File: src/rtl/rle_sprite_row_decoder_core_assert.svh
// Assertion macros shared by the RLE sprite row decoder modules.
// Expects signals clk and rst_n in the including module; no other dependencies.
`ifndef RLE_SPRITE_ROW_DECODER_CORE_ASSERT_SVH
`define RLE_SPRITE_ROW_DECODER_CORE_ASSERT_SVH
`ifndef SYNTHESIS
`define RSRD_ASSERT_IMP(lbl, pre, post) \
  lbl: assert property (@(posedge clk) disable iff (!rst_n) (pre) |-> (post)) \
    else $error("rsrd assertion failed");
`define RSRD_ASSERT_NXT(lbl, pre, post) \
  lbl: assert property (@(posedge clk) disable iff (!rst_n) (pre) |=> (post)) \
    else $error("rsrd assertion failed");
`else
`define RSRD_ASSERT_IMP(lbl, pre, post)
`define RSRD_ASSERT_NXT(lbl, pre, post)
`endif
`endif

File: src/rtl/rsrd_pkg.sv
// Package for the RLE sprite row decoder: phases, result kinds, queue entry type.
// No dependencies.
`timescale 1ns / 1ps
package rsrd_pkg;

  localparam int RSRD_MAX_ROWS  = 1024;
  localparam int RSRD_MAX_PITCH = 4096;

  localparam int HEIGHT_W = 11;
  localparam int PITCH_W  = 13;
  localparam int CFG_W    = 13;
  localparam int BASE_W   = 22;
  localparam int OUT_DW   = 80;

  localparam int Q_DEPTH = 4;
  localparam int Q_AW    = $clog2(Q_DEPTH);
  localparam int Q_CW    = $clog2(Q_DEPTH + 1);

  localparam logic [0:0] REG_HEIGHT = 1'b0;
  localparam logic [0:0] REG_PITCH  = 1'b1;

  localparam logic [15:0] TOK_FILL  = 16'h00C0;
  localparam logic [15:0] TOK_LIT1  = 16'h00C1;
  localparam logic [15:0] TOK_LIT2  = 16'h00C2;
  localparam logic [15:0] TOK_LIT3  = 16'h00C3;

  typedef enum logic [2:0] {
    PH_LEN,
    PH_TOKEN,
    PH_FILL_CNT,
    PH_LIT_CNT,
    PH_LITERAL,
    PH_END_PEND,
    PH_DONE
  } phase_t;

  typedef enum logic [1:0] {
    K_LIT  = 2'd0,
    K_FILL = 2'd1,
    K_END  = 2'd2,
    K_ERR  = 2'd3
  } kind_t;

  typedef struct packed {
    kind_t       kind;
    logic [9:0]  row;
    logic [15:0] col;
    logic [21:0] base;
    logic [15:0] pixel;
    logic [15:0] run;
  } q_entry_t;

endpackage

File: src/rtl/rle_sprite_row_decoder_core.sv
// Top level of the RLE sprite row decoder: front decode, result queue, output stage.
// Depends on rsrd_pkg, rsrd_front, rsrd_queue and rsrd_back.
//
// Usage:
//   Input stream: one 16-bit coded word per transaction on in_tdata; in_tuser
//   high marks the first word of an image and restarts decoding with it as
//   the length word of row 0.
//   Output stream: at most one write per input word. out_tuser carries the
//   kind (literal, fill, image end, error); out_tdata carries row, column,
//   address (row base plus column), pixel and run length.
//   Config: cfg_we with cfg_index 0 writes image_height, index 1 dest_pitch.
//   Write only while the block is drained.
// Throughput: one word per cycle while the queue is not full; every word updates
//   the decode state of the front state machine.
// Path: the record of a taken word enters the queue at the edge that takes the
//   word and then moves on into the output register, which drives out_tvalid.
// Reset: rst_n (synchronous) sets height 1, pitch 256 and waits for a length
//   word of row 0; queue and output stage come up empty.
// Stall: while out_tready is low, results gather in the four-entry queue;
//   in_tready drops only once the queue is full.
`timescale 1ns / 1ps
module rle_sprite_row_decoder_core
  import rsrd_pkg::*;
#(
  parameter int MAX_ROWS  = RSRD_MAX_ROWS,
  parameter int MAX_PITCH = RSRD_MAX_PITCH
) (
  input  logic              clk,
  input  logic              rst_n,
  input  logic              cfg_we,
  input  logic [0:0]        cfg_index,
  input  logic [CFG_W-1:0]  cfg_wdata,
  input  logic              in_tvalid,
  output logic              in_tready,
  input  logic [15:0]       in_tdata,   // [15:0] src_word
  input  logic              in_tuser,   // [0] start_of_image
  output logic              out_tvalid,
  input  logic              out_tready,
  output logic [OUT_DW-1:0] out_tdata,  // [9:0] row, [21:10] column, [43:22] address,
                                        // [59:44] pixel, [75:60] run_length, [79:76] zero
  output logic [1:0]        out_tuser   // [1:0] kind
);

  logic     q_full, push, pop, head_valid;
  q_entry_t push_entry, head;

  // Front: takes each word while the queue has room, keeps the row/column/run counters, emits records.
  rsrd_front #(
    .MAX_ROWS  (MAX_ROWS),
    .MAX_PITCH (MAX_PITCH)
  ) u_front (
    .clk        (clk),
    .rst_n      (rst_n),
    .cfg_we     (cfg_we),
    .cfg_index  (cfg_index),
    .cfg_wdata  (cfg_wdata),
    .in_tvalid  (in_tvalid),
    .in_tready  (in_tready),
    .in_word    (in_tdata),
    .in_sof     (in_tuser),
    .q_full     (q_full),
    .push       (push),
    .push_entry (push_entry)
  );

  // Queue decouples decode from downstream backpressure.
  rsrd_queue u_queue (
    .clk        (clk),
    .rst_n      (rst_n),
    .push       (push),
    .push_entry (push_entry),
    .full       (q_full),
    .pop        (pop),
    .head_valid (head_valid),
    .head       (head)
  );

  // Back: address add and output register.
  rsrd_back u_back (
    .clk        (clk),
    .rst_n      (rst_n),
    .head_valid (head_valid),
    .head       (head),
    .pop        (pop),
    .out_tvalid (out_tvalid),
    .out_tready (out_tready),
    .out_tdata  (out_tdata),
    .out_tuser  (out_tuser)
  );

endmodule

File: src/rtl/rsrd_front.sv
// Front end: config registers and the per-word decode state machine.
// Depends on rsrd_pkg and rle_sprite_row_decoder_core_assert.svh.
`timescale 1ns / 1ps
`include "rle_sprite_row_decoder_core_assert.svh"
module rsrd_front
  import rsrd_pkg::*;
#(
  parameter int MAX_ROWS  = RSRD_MAX_ROWS,
  parameter int MAX_PITCH = RSRD_MAX_PITCH
) (
  input  logic             clk,
  input  logic             rst_n,
  input  logic             cfg_we,
  input  logic [0:0]       cfg_index,
  input  logic [CFG_W-1:0] cfg_wdata,
  input  logic             in_tvalid,
  output logic             in_tready,
  input  logic [15:0]      in_word,
  input  logic             in_sof,
  input  logic             q_full,
  output logic             push,
  output q_entry_t         push_entry
);

  localparam int RC_W = $clog2(MAX_ROWS + 1);

  logic [HEIGHT_W-1:0] height_r;
  logic [PITCH_W-1:0]  pitch_r;

  phase_t              phase_r, phase_nxt;
  logic [RC_W-1:0]     row_r, row_nxt;
  logic [15:0]         left_r, left_nxt;
  logic [15:0]         col_r, col_nxt;
  logic [15:0]         lit_r, lit_nxt;
  logic [BASE_W-1:0]   base_r, base_nxt;

  phase_t              c_phase;
  logic [RC_W-1:0]     c_row, er_row, eff_h;
  logic [15:0]         c_left, c_col, c_lit, lit_dec, col_inc;
  logic [BASE_W-1:0]   c_base, er_base;
  logic [PITCH_W-1:0]  eff_p;
  logic [16:0]         col_sum;
  logic [15:0]         col_sat;
  logic                acc, er_done, left_le1, fill_over, lit_over, res_valid;
  q_entry_t            res;

  always_ff @(posedge clk) begin
    if (!rst_n) begin
      height_r <= HEIGHT_W'(1);
      pitch_r  <= PITCH_W'(256);
    end else if (cfg_we) begin
      case (cfg_index)
        REG_HEIGHT: height_r <= cfg_wdata[HEIGHT_W-1:0];
        REG_PITCH:  pitch_r  <= cfg_wdata[PITCH_W-1:0];
        default: ;
      endcase
    end
  end

  // register value clamping
  always_comb begin
    if (height_r == '0) eff_h = RC_W'(1);
    else if (height_r > MAX_ROWS) eff_h = RC_W'(MAX_ROWS);
    else eff_h = RC_W'(height_r);
    if (pitch_r > MAX_PITCH) eff_p = PITCH_W'(MAX_PITCH);
    else eff_p = pitch_r;
  end

  assign in_tready = !q_full;
  assign acc       = in_tvalid && in_tready;

  // start of image clears the decoder before this word is taken
  assign c_phase = in_sof ? PH_LEN : phase_r;
  assign c_row   = in_sof ? '0 : row_r;
  assign c_left  = in_sof ? '0 : left_r;
  assign c_col   = in_sof ? '0 : col_r;
  assign c_lit   = in_sof ? '0 : lit_r;
  assign c_base  = in_sof ? '0 : base_r;

  assign er_row    = c_row + RC_W'(1);
  assign er_base   = c_base + BASE_W'(eff_p);
  assign er_done   = er_row >= eff_h;
  assign left_le1  = c_left <= 16'd1;
  assign col_sum   = {1'b0, c_col} + {1'b0, in_word};
  assign col_sat   = col_sum[16] ? 16'hFFFF : col_sum[15:0];
  assign col_inc   = (c_col == 16'hFFFF) ? 16'hFFFF : c_col + 16'd1;
  assign fill_over = col_sum > 17'(eff_p);
  assign lit_over  = c_col >= 16'(eff_p);
  assign lit_dec   = c_lit - 16'd1;

  // next phase
  always_comb begin
    phase_nxt = c_phase;
    case (c_phase)
      PH_LEN: begin
        if (in_word == '0) phase_nxt = er_done ? PH_DONE : PH_LEN;
        else phase_nxt = PH_TOKEN;
      end
      PH_TOKEN: begin
        if (left_le1) phase_nxt = er_done ? PH_DONE : PH_LEN;
        else if (in_word == TOK_FILL) phase_nxt = PH_FILL_CNT;
        else if (in_word inside {TOK_LIT1, TOK_LIT2, TOK_LIT3})
          phase_nxt = PH_LIT_CNT;
      end
      PH_FILL_CNT: begin
        if (left_le1) phase_nxt = er_done ? PH_END_PEND : PH_LEN;
        else phase_nxt = PH_TOKEN;
      end
      PH_LIT_CNT: begin
        if (left_le1) phase_nxt = er_done ? PH_END_PEND : PH_LEN;
        else phase_nxt = (in_word != '0) ? PH_LITERAL : PH_TOKEN;
      end
      PH_LITERAL: begin
        if (left_le1) phase_nxt = er_done ? PH_END_PEND : PH_LEN;
        else if (lit_dec == '0) phase_nxt = PH_TOKEN;
      end
      PH_END_PEND: phase_nxt = PH_DONE;
      default:     phase_nxt = PH_DONE;
    endcase
  end

  // counters and result
  always_comb begin
    row_nxt   = c_row;
    left_nxt  = c_left;
    col_nxt   = c_col;
    lit_nxt   = c_lit;
    base_nxt  = c_base;
    res_valid = 1'b0;
    res.kind  = K_ERR;
    res.row   = 10'(c_row);
    res.col   = c_col;
    res.base  = c_base;
    res.pixel = '0;
    res.run   = '0;
    case (c_phase)
      PH_LEN: begin
        left_nxt = in_word;
        col_nxt  = '0;
        if (in_word == '0) begin
          left_nxt = '0;
          lit_nxt  = '0;
          row_nxt  = er_row;
          base_nxt = er_base;
          res_valid = er_done;
          res = '{kind: K_END, default: '0};
        end
      end
      PH_TOKEN: begin
        if (left_le1) begin
          left_nxt = '0;
          lit_nxt  = '0;
          col_nxt  = '0;
          row_nxt  = er_row;
          base_nxt = er_base;
          res_valid = er_done;
          res = '{kind: K_END, default: '0};
        end else begin
          left_nxt = c_left - 16'd1;
        end
      end
      PH_FILL_CNT, PH_LIT_CNT, PH_LITERAL: begin
        if (left_le1) begin
          // run reaches the row's trailing word: error, row closes
          res_valid = 1'b1;
          left_nxt = '0;
          lit_nxt  = '0;
          col_nxt  = '0;
          row_nxt  = er_row;
          base_nxt = er_base;
        end else begin
          left_nxt = c_left - 16'd1;
          if (c_phase == PH_FILL_CNT) begin
            res_valid = 1'b1;
            res.kind  = fill_over ? K_ERR : K_FILL;
            res.run   = in_word;
            col_nxt   = col_sat;
          end else if (c_phase == PH_LIT_CNT) begin
            lit_nxt = in_word;
          end else begin
            res_valid = 1'b1;
            res.kind  = lit_over ? K_ERR : K_LIT;
            res.pixel = lit_over ? 16'd0 : in_word;
            res.run   = 16'd1;
            col_nxt   = col_inc;
            lit_nxt   = lit_dec;
          end
        end
      end
      PH_END_PEND: begin
        res_valid = 1'b1;
        res = '{kind: K_END, default: '0};
      end
      default: ;
    endcase
  end

  assign push       = acc && res_valid;
  assign push_entry = res;

  always_ff @(posedge clk) begin
    if (!rst_n) begin
      phase_r <= PH_LEN;
      row_r   <= '0;
      left_r  <= '0;
      col_r   <= '0;
      lit_r   <= '0;
      base_r  <= '0;
    end else if (acc) begin
      phase_r <= phase_nxt;
      row_r   <= row_nxt;
      left_r  <= left_nxt;
      col_r   <= col_nxt;
      lit_r   <= lit_nxt;
      base_r  <= base_nxt;
    end
  end

  `RSRD_ASSERT_NXT(a_end_goes_done, push && push_entry.kind == K_END, phase_r == PH_DONE)
  `RSRD_ASSERT_IMP(a_done_silent, phase_r == PH_DONE && acc && !in_sof, !push)
  `RSRD_ASSERT_IMP(a_row_bound, 1'b1, row_r <= RC_W'(MAX_ROWS))

endmodule

File: src/rtl/rsrd_queue.sv
// Short result queue between the decode front end and the output stage.
// Depends on rsrd_pkg and rle_sprite_row_decoder_core_assert.svh.
`timescale 1ns / 1ps
`include "rle_sprite_row_decoder_core_assert.svh"
module rsrd_queue
  import rsrd_pkg::*;
(
  input  logic     clk,
  input  logic     rst_n,
  input  logic     push,
  input  q_entry_t push_entry,
  output logic     full,
  input  logic     pop,
  output logic     head_valid,
  output q_entry_t head
);

  q_entry_t          mem_r [Q_DEPTH];
  logic [Q_AW-1:0]   wr_ptr_r, rd_ptr_r;
  logic [Q_CW-1:0]   cnt_r;

  assign full       = cnt_r == Q_CW'(Q_DEPTH);
  assign head_valid = cnt_r != '0;
  assign head       = mem_r[rd_ptr_r];

  always_ff @(posedge clk) begin
    if (push) mem_r[wr_ptr_r] <= push_entry;
  end

  always_ff @(posedge clk) begin
    if (!rst_n) begin
      wr_ptr_r <= '0;
      rd_ptr_r <= '0;
      cnt_r    <= '0;
    end else begin
      if (push) wr_ptr_r <= wr_ptr_r + Q_AW'(1);
      if (pop)  rd_ptr_r <= rd_ptr_r + Q_AW'(1);
      if (push && !pop) cnt_r <= cnt_r + Q_CW'(1);
      else if (pop && !push) cnt_r <= cnt_r - Q_CW'(1);
    end
  end

  `RSRD_ASSERT_IMP(a_cnt_range, 1'b1, cnt_r <= Q_CW'(Q_DEPTH))
  `RSRD_ASSERT_IMP(a_no_push_full, push, !full)
  `RSRD_ASSERT_IMP(a_no_pop_empty, pop, head_valid)

endmodule

File: src/rtl/rsrd_back.sv
// Back end: address add and the registered output stage of the result stream.
// Depends on rsrd_pkg.
`timescale 1ns / 1ps
module rsrd_back
  import rsrd_pkg::*;
(
  input  logic              clk,
  input  logic              rst_n,
  input  logic              head_valid,
  input  q_entry_t          head,
  output logic              pop,
  output logic              out_tvalid,
  input  logic              out_tready,
  output logic [OUT_DW-1:0] out_tdata,
  output logic [1:0]        out_tuser
);

  logic              valid_r;
  logic [OUT_DW-1:0] data_r, data_nxt;
  logic [1:0]        kind_r;
  logic [21:0]       addr;

  assign pop  = head_valid && (!valid_r || out_tready);
  assign addr = head.base + 22'(head.col);
  assign data_nxt = {4'd0, head.run, head.pixel, addr, head.col[11:0], head.row};

  always_ff @(posedge clk) begin
    if (!rst_n) begin
      valid_r <= 1'b0;
    end else if (pop) begin
      valid_r <= 1'b1;
    end else if (out_tready) begin
      valid_r <= 1'b0;
    end
  end

  always_ff @(posedge clk) begin
    if (pop) begin
      data_r <= data_nxt;
      kind_r <= head.kind;
    end
  end

  assign out_tvalid = valid_r;
  assign out_tdata  = data_r;
  assign out_tuser  = kind_r;

endmodule
File: config.mk
export PLATFORM = sky130hd
export DESIGN_NAME = rle_sprite_row_decoder_core
export DESIGN_NICKNAME = d
export VERILOG_FILES = /design/src/rtl/rsrd_pkg.sv /design/src/rtl/rle_sprite_row_decoder_core.sv /design/src/rtl/rsrd_front.sv /design/src/rtl/rsrd_queue.sv /design/src/rtl/rsrd_back.sv
export VERILOG_INCLUDE_DIRS = /design/src /design/src/rtl
export SDC_FILE = /design/constraint.sdc
export NUM_CORES = 1
export LEC_CHECK = 0
export BUFFER_PORTS_ARGS = -buffer_cell sky130_fd_sc_hd__buf_2
export CAP_MARGIN = 5
export CORE_MARGIN = 5
export CORE_UTILIZATION = 45
export CTS_CLUSTER_DIAMETER = 100
export DETAILED_ROUTE_END_ITERATION = 6
export PLACE_DENSITY = 0.64
export SETUP_SLACK_MARGIN = 0.4
export SLEW_MARGIN = 0
export SYNTH_ARGS = -nofsm -noshare
export SYNTH_HDL_FRONTEND = slang
export SYNTH_SLANG_ARGS = --single-unit
File: constraint.sdc
create_clock -name clk -period 9.1 [get_ports clk]
set_input_delay 0.91 -clock clk [delete_from_list [all_inputs] [get_ports clk]]
set_output_delay 0.91 -clock clk [all_outputs]
set_load 0.02 [all_outputs]
Yosys cells after proc, flatten, opt, wreduce, memory -nomap -nowiden. Memories as Yosys holds them, arrays and structs flattened. A register that Yosys moved wholly into a read port is not among the register bits. Cells that the tools add are included.

Add/sub/neg operators: 11. Order comparisons: 6. Equal/unequal tests: 11. Mux-type cells: 72. Bitwise gates (word level): 1. Reductions and logical operators: 23.

Operators by type and width (number): $mux W16 (19); $mux W81 (2); $pmux W48 S3 (1); $pmux W16 S3 (2); $pmux W32 S3 (1); $mux W22 (3); $eq A16 B8 Y1 const B (4); $mux W32 (2); $mux W11 (5); $pmux W22 S2 (1); $mux W3 (14); $logic_not A16 Y1 (2); $pmux W16 S2 (1); $sub A16 B1 Y16 const B (2); $add A22 B13 Y22 (1); $add A22 B16 Y22 (1); $pmux W11 S2 (1); $add A16 B16 Y17 (1); $gt A17 B13 Y1 (1); $add A16 B1 Y16 const B (1); $eq A16 B16 Y1 const B (1); $ge A16 B13 Y1 (1); $le A16 B1 Y1 const B (1); $reduce_bool A16 Y1 (1); 27 further kinds (55).

Register bits: 194. Memory bits (writable): 328. Input port bits: 36. Output and inout bits: 84. Word-level logic and storage cells: 139. Memories: 1.

Memories: u_queue.mem_r (words 4, width 82, read ports 1, clocked after Yosys merged registers in 1, write ports 1, RTL line rsrd_queue.sv:18) `q_entry_t mem_r [Q_DEPTH];`.

Logic depth before layout (Yosys ltp).
Word-level depth: 11. Gate-level depth with buffers: 24. Mapped depth without buffers: 21.

Cells and area by module. From an unflattened synthesis, not the netlist that was laid out.

Cells, all modules: 2023. Area total of the unflattened synthesis: 25170.4 um2.

Modules (own cells, without submodules): rsrd_queue (instances 1, cells each 471, area an instance 12361.9 um2, seq. area each 10029.6 um2); rsrd_front (instances 1, cells each 1329, area an instance 9450.3 um2, seq. area each 2162.1 um2); rsrd_back (instances 1, cells each 223, area an instance 3358.2 um2, seq. area each 2362.3 um2).

Worst setup path before layout. No wires, ideal clock.

Path type: input to register. Start point: input in_tuser. End point: memory u_queue.mem_r[0][0] (netlist bit), enable pin. Setup time: 0.449 ns. Data arrival time: 6.004 ns. Data required time: 8.651 ns. Setup slack: 2.646 ns. Stages on the path: 19. Path buffers: 5. Cells stage by stage: buf_2 > buf_2 > buf_2 > buf_2 > nor2b_1 > ha_1 > and4b_1 > clkbuf_1 > nand2_1 > nor3_1 > nand3_1 > xor2_1 > nor2_1 > ha_1 > nor4_1 > o211ai_1 > o211ai_1 > a221oi_4 > and2_1.

Cells in the longest elaborated chain, start to end: 9. Elaborated cells between the ends (all ways): 22. Those cells by class: 1 x add/sub; 2 x order compare; 5 x eq/ne; 11 x mux; 3 x reduce/logical.

RTL lines: start: declaration (RTL line rle_sprite_row_decoder_core.sv:36) `input logic in_tuser,`; parallel branches: the longest is 5 deep, another holds $add A11 B1 Y11; $pmux W1 S4 * (RTL line rsrd_front.sv:136) `case (c_phase)`; $logic_and A1 B1 Y1 * (RTL line rsrd_front.sv:198) `assign push = acc && res_valid;`; via push (RTL line rle_sprite_row_decoder_core.sv:44) `logic q_full, push, pop, head_valid;`; $mux W1 * (RTL line rsrd_queue.sv:27) `if (push) mem_r[wr_ptr_r] <= push_entry;`; $mux W1 (implied by the code) * (RTL line rsrd_queue.sv:27); end: declaration (RTL line rsrd_queue.sv:18).

Mark *: on every way through the listed nets, which the timed path passes.

Worst setup path in the final report.
Start point: input in_tuser. End point: memory u_queue.mem_r[3][49] (netlist bit), enable pin.

The elaborated chain is that of the path after synthesis.

==> results.md <==
- The core outline area is 0.05531 mm2.
- The max-cap check violation count is 0.
- Measured along the y axis, the die boundary spans ~250 um.
- Synthesis handed over a netlist of 2022 instances.
- The area growth from synthesis to layout is 12.27%.
- The final routed wire length divided by cell count is 21.80 um.
- The number of antenna diodes in the final layout is 0.
- Leaving out fill and tap cells, the most frequent cells in the layout are sky130_fd_sc_hd__edfxtp_1, sky130_fd_sc_hd__nand2_1, sky130_fd_sc_hd__dfxtp_1.
- The final critical delay including setup and external delays is 5764 ps.
- The die span in x is 246.9 um.
- The wire length on met2 is 30.15 mm.
- The flow ran to the end, and the final reports show no timing, DRC or antenna violations.
- The count of nets left with antenna violations once routing finished came out at 0.
- The portion of synthesized area spent on multiplexers is 0.07669.
- In the post-synthesis netlist, the biggest area contributors are sky130_fd_sc_hd__edfxtp_1, sky130_fd_sc_hd__dfxtp_1, sky130_fd_sc_hd__mux4_2.
- The number of clock buffers added by TritonCTS is 56.
- The worst min-delay path endpoint is u_front.pitch_r[2]$_SDFFE_PN0P_.
- The ratio of total power to cell area is about 260 mW/mm2.
- Among the stages of the critical path, the cell type that occurs most often is sky130_fd_sc_hd__buf_4.
- In this run, post-CTS hold repair placed 0 buffers.
- CTS built an H-tree with a depth of 2.
- In this run the critical register-to-register path is captured at u_queue.mem_r[3][49]$_DFFE_PP_.
- The maximum buffer depth of the clock tree is 3.
- The fraction of layout instances using a drive strength above 1 is 0.1562.
- In this run the top signal layer used is met4.
- The data required time at the worst endpoint is 9330 ps.
- The library cell used most frequently in the layout, excluding fill and tap cells, is sky130_fd_sc_hd__edfxtp_1.
- The post-CTS resize count is 0.
- The normalized max-slew margin is 0.1918.
- The count of buffers inserted at the top-level ports is between 100 and 150.
- The wire length on met3 is 3.737 mm.
- The worst hold path begins at u_front.pitch_r[2]$_SDFFE_PN0P_.
- The share of the Yosys chip area taken by registers is 0.5763.
- The weighted congestion reported at the end of routability-driven placement is 0.9112.
- The initial antenna violation count came to 1.
- The xor/xnor share of the synthesized area is 0.02601.
- The number of synthesized flops with an enable pin is roughly 410.
- The routed layout has 16880 vias.
- The count of synthesis-stage warnings from yosys is 0.
- In this run the post-CTS setup repair buffer count came out at 0.
- The number of different library cells used by synthesis comes to 91.
- For this run, asynchronously set or reset flops after synthesis account for 0.
- The layout has 4810 filler cells.
- For this configuration, the core starts out at a cell density of 0.4566.
- The via count of the first global-routing pass is between 15000 and 20000.
- The arrival time of the worst setup path is 6000 ps.
- The global routing usage summed across all routing layers is 0.2057.
- After synthesis, the largest family of logic cells by area is simple AND/OR/NAND/NOR gates.
- The power after layout is 7387 uW.
- Of the total synthesized cell area, the portion taken by full adders, half adders and majority gates is 0.04835.
- STA classifies the critical path startpoint as an input port.
- The synthesized area is 0.02526 mm2.
- In the routed layout, each cell is associated on average with a via count of slightly below 6.
- The count of unresolved DRC violations after routing is 0.
- At the later pin of the worst-skew pair, clock insertion delay measures between 600 and 700 ps.
- The biggest cell delay along the critical path is 650 ps.
- During I/O placement, the number of pins put on the boundary was 120.
- The pre-antenna-repair detailed-routing pass consisted of 6 iterations.
- The met1 routed wirelength after detailed routing is between 20 and 30 mm.
- The sort of element at the end of the critical path is a flip-flop.
- Averaged over all synthesized cells, the footprint is 12.49 um2.
- After routing, the total negative slack on setup checks comes to 0 ps.
- The worst-case vdd ir drop is 0.2305 mV.
- In this run the register-to-register setup slack is 3980 ps.
- The number of clock sinks seen by CTS is 524.
- The signal on the critical path passes through buf_4 -> inv_2 -> buf_4 -> nand2_1 -> inv_1 -> ha_1 -> and4b_1 -> nand2_1 -> nor3_1 -> nand3_1 -> xor2_1 -> nor2_1 -> ha_1 -> nor4_1 -> o211ai_1 -> o211ai_1 -> a221oi_4 -> and2_4 -> buf_4.
- The clock tree from TritonCTS is yes.
- The number of standard-cell rows in the floorplan is 86.
- The final-stage net count is 2246.
- The die covers 0.06096 mm2.
- The path category of the worst min-delay check is flip-flop to flip-flop.
- Setup violations remaining at the end of the flow were counted as 0.
- Synthesis inferred 524 register bits.
- Setup repair after global routing left no endpoint under its margin.
- The start-to-end type of the worst setup path is input port to flip-flop.
- The share of synthesized area in the top cell type comes to 0.4827.
- For this run, the leading register cell type out of synthesis is sky130_fd_sc_hd__edfxtp_1.
- The transition time at the pin with the least slew margin is 1202 ps.
- Detailed placement finished with a half-perimeter wire length of 42.01 mm.
- The cell depth of the worst flop-to-flop path is 15.
- The cell leakage power is 0.01009 uW.
- Clock-pin slew was measured on the worst setup and hold paths at 60 ps.
- The largest net degree at the start of global routing is 88.
- The worst-path cell with the longest stage delay is sky130_fd_sc_hd__and2_4.
- Counting instances, the worst hold path has a depth of 2.
- The first global-routing pass estimated 98.35 mm of wire.
- The complex-gate fraction of the synthesized area is 0.1179.
- The simple-gate portion of the synthesized area is 0.1276.
- Static timing analysis puts the maximum clock frequency at 0.1735 GHz.
- The leftover overflow at the end of global routing is 0.
- The launching point of the worst reg2reg path is u_front.row_r[0]$_SDFFE_PN0P_.
- The top fanout value on the critical path is 64.
- In the finished design, the share of the clock period the worst path needs comes to 0.6334.
- The number of max-slew violations in the final report came to 0.
- The number of design-rule violations left by the first detailed-router iteration is 1565.
- The routed wire length is between 60 and 70 mm.
- The cell sitting at the root of the clock tree is a sky130_fd_sc_hd__clkbuf_16.
- The final hold violation count is 0.
- Summed over all instances, the cell type with the most area after synthesis is sky130_fd_sc_hd__edfxtp_1.
- Across the routed clock network, the largest skew measured is ~27 ps.
[cell type report]
type / instances / area, um2 / share of cell area
Tap cell: 748 / 935.9 / 0.03301
Clock buffer: 75 / 1523 / 0.05370
Sequential cell: 524 / 14560 / 0.5135
Multi-Input combinational cell: 1338 / 10060 / 0.3546
Inverter: 57 / 214.0 / 0.007546
Clock inverter: 29 / 291.5 / 0.01028
Timing Repair Buffer: 141 / 773.2 / 0.02727
[cell families after synthesis]
group	count (synthesis)
simple gates	630
xor+xnor	75
other cells	1
buf+inv	163
mux	91
flops	524
fa+ha+maj	96
compound gates	442
[registers in the layout, summed over array words and instances, names as in the netlist, 3 cells and up, named ones only]
register          flops
u_front.row_r        11
u_front.left_r       16
u_back.out_tdata     76
u_queue.mem_r       328
u_front.phase_r       3
u_front.pitch_r      13
u_front.base_r       22
u_front.lit_r        16
u_front.height_r     11
u_queue.cnt_r         3
u_front.col_r        16
[cells in the mapped netlist, drive strengths merged, types with 49 or more instances]
| master | instances |
|---|---|
| mux4 | 82 |
| edfxtp | 406 |
| nand2 | 186 |
| buf | 49 |
| o21ai | 102 |
| nor2b | 88 |
| clkbuf | 57 |
| ha | 88 |
| inv | 56 |
| dfxtp | 118 |
| a21oi | 92 |
| nor2 | 112 |
| and2 | 66 |
[metal layers]
layer  GRT usage  vias up
li1            -     7833
met4     0.06219        0
met5           0        -
met1      0.2856     8362
met2      0.3381      566
met3     0.03026      117
[worst max-delay path by stage]
stage | startpoint | endpoint | slack (ps)
CTS | in_tuser | u_queue.mem_r[3][49]$_DFFE_PP_ | 3350
floorplan | in_tuser | u_queue.mem_r[0][0]$_DFFE_PP_ | 2650
global route | in_tuser | u_queue.mem_r[1][5]$_DFFE_PP_ | 2960
global placement | in_tuser | u_queue.mem_r[1][49]$_DFFE_PP_ | 2840
detailed placement | in_tuser | u_queue.mem_r[1][49]$_DFFE_PP_ | 2710
finish | in_tuser | u_queue.mem_r[3][49]$_DFFE_PP_ | 3340
[worst max-delay path: cells and delay by family]
kind,cells,cell delay (ps)
XOR/XNOR,1,150
AND/OR/NAND/NOR,8,1910
adder cells (fa/ha/maj),2,460
AO/OA/AOI/OAI,3,790
buffers and inverters,5,1650
[report_power, final]
group          total [uW]  switching [uW]  internal [uW]
clock network        2230             940           1290
registers            3120             146           2970
logic                2040            1270            763
[metrics by stage]
step	setup WS, ps	hold slack [ps]	std cells	util	area, um2
2_1_floorplan	2646	438.9	2025	-	25270
3_3_place_gp	2838	451.6	2808	0.4799	26540
3_5_place_dp	2708	459.1	2808	0.4799	26540
4_1_cts	3354	467.2	2912	0.5127	28350
5_1_grt	2957	488.1	2912	0.5127	28350
6_report	3336	463.4	2912	0.5127	28350
Note: power is estimated with default switching activity, not from simulation.
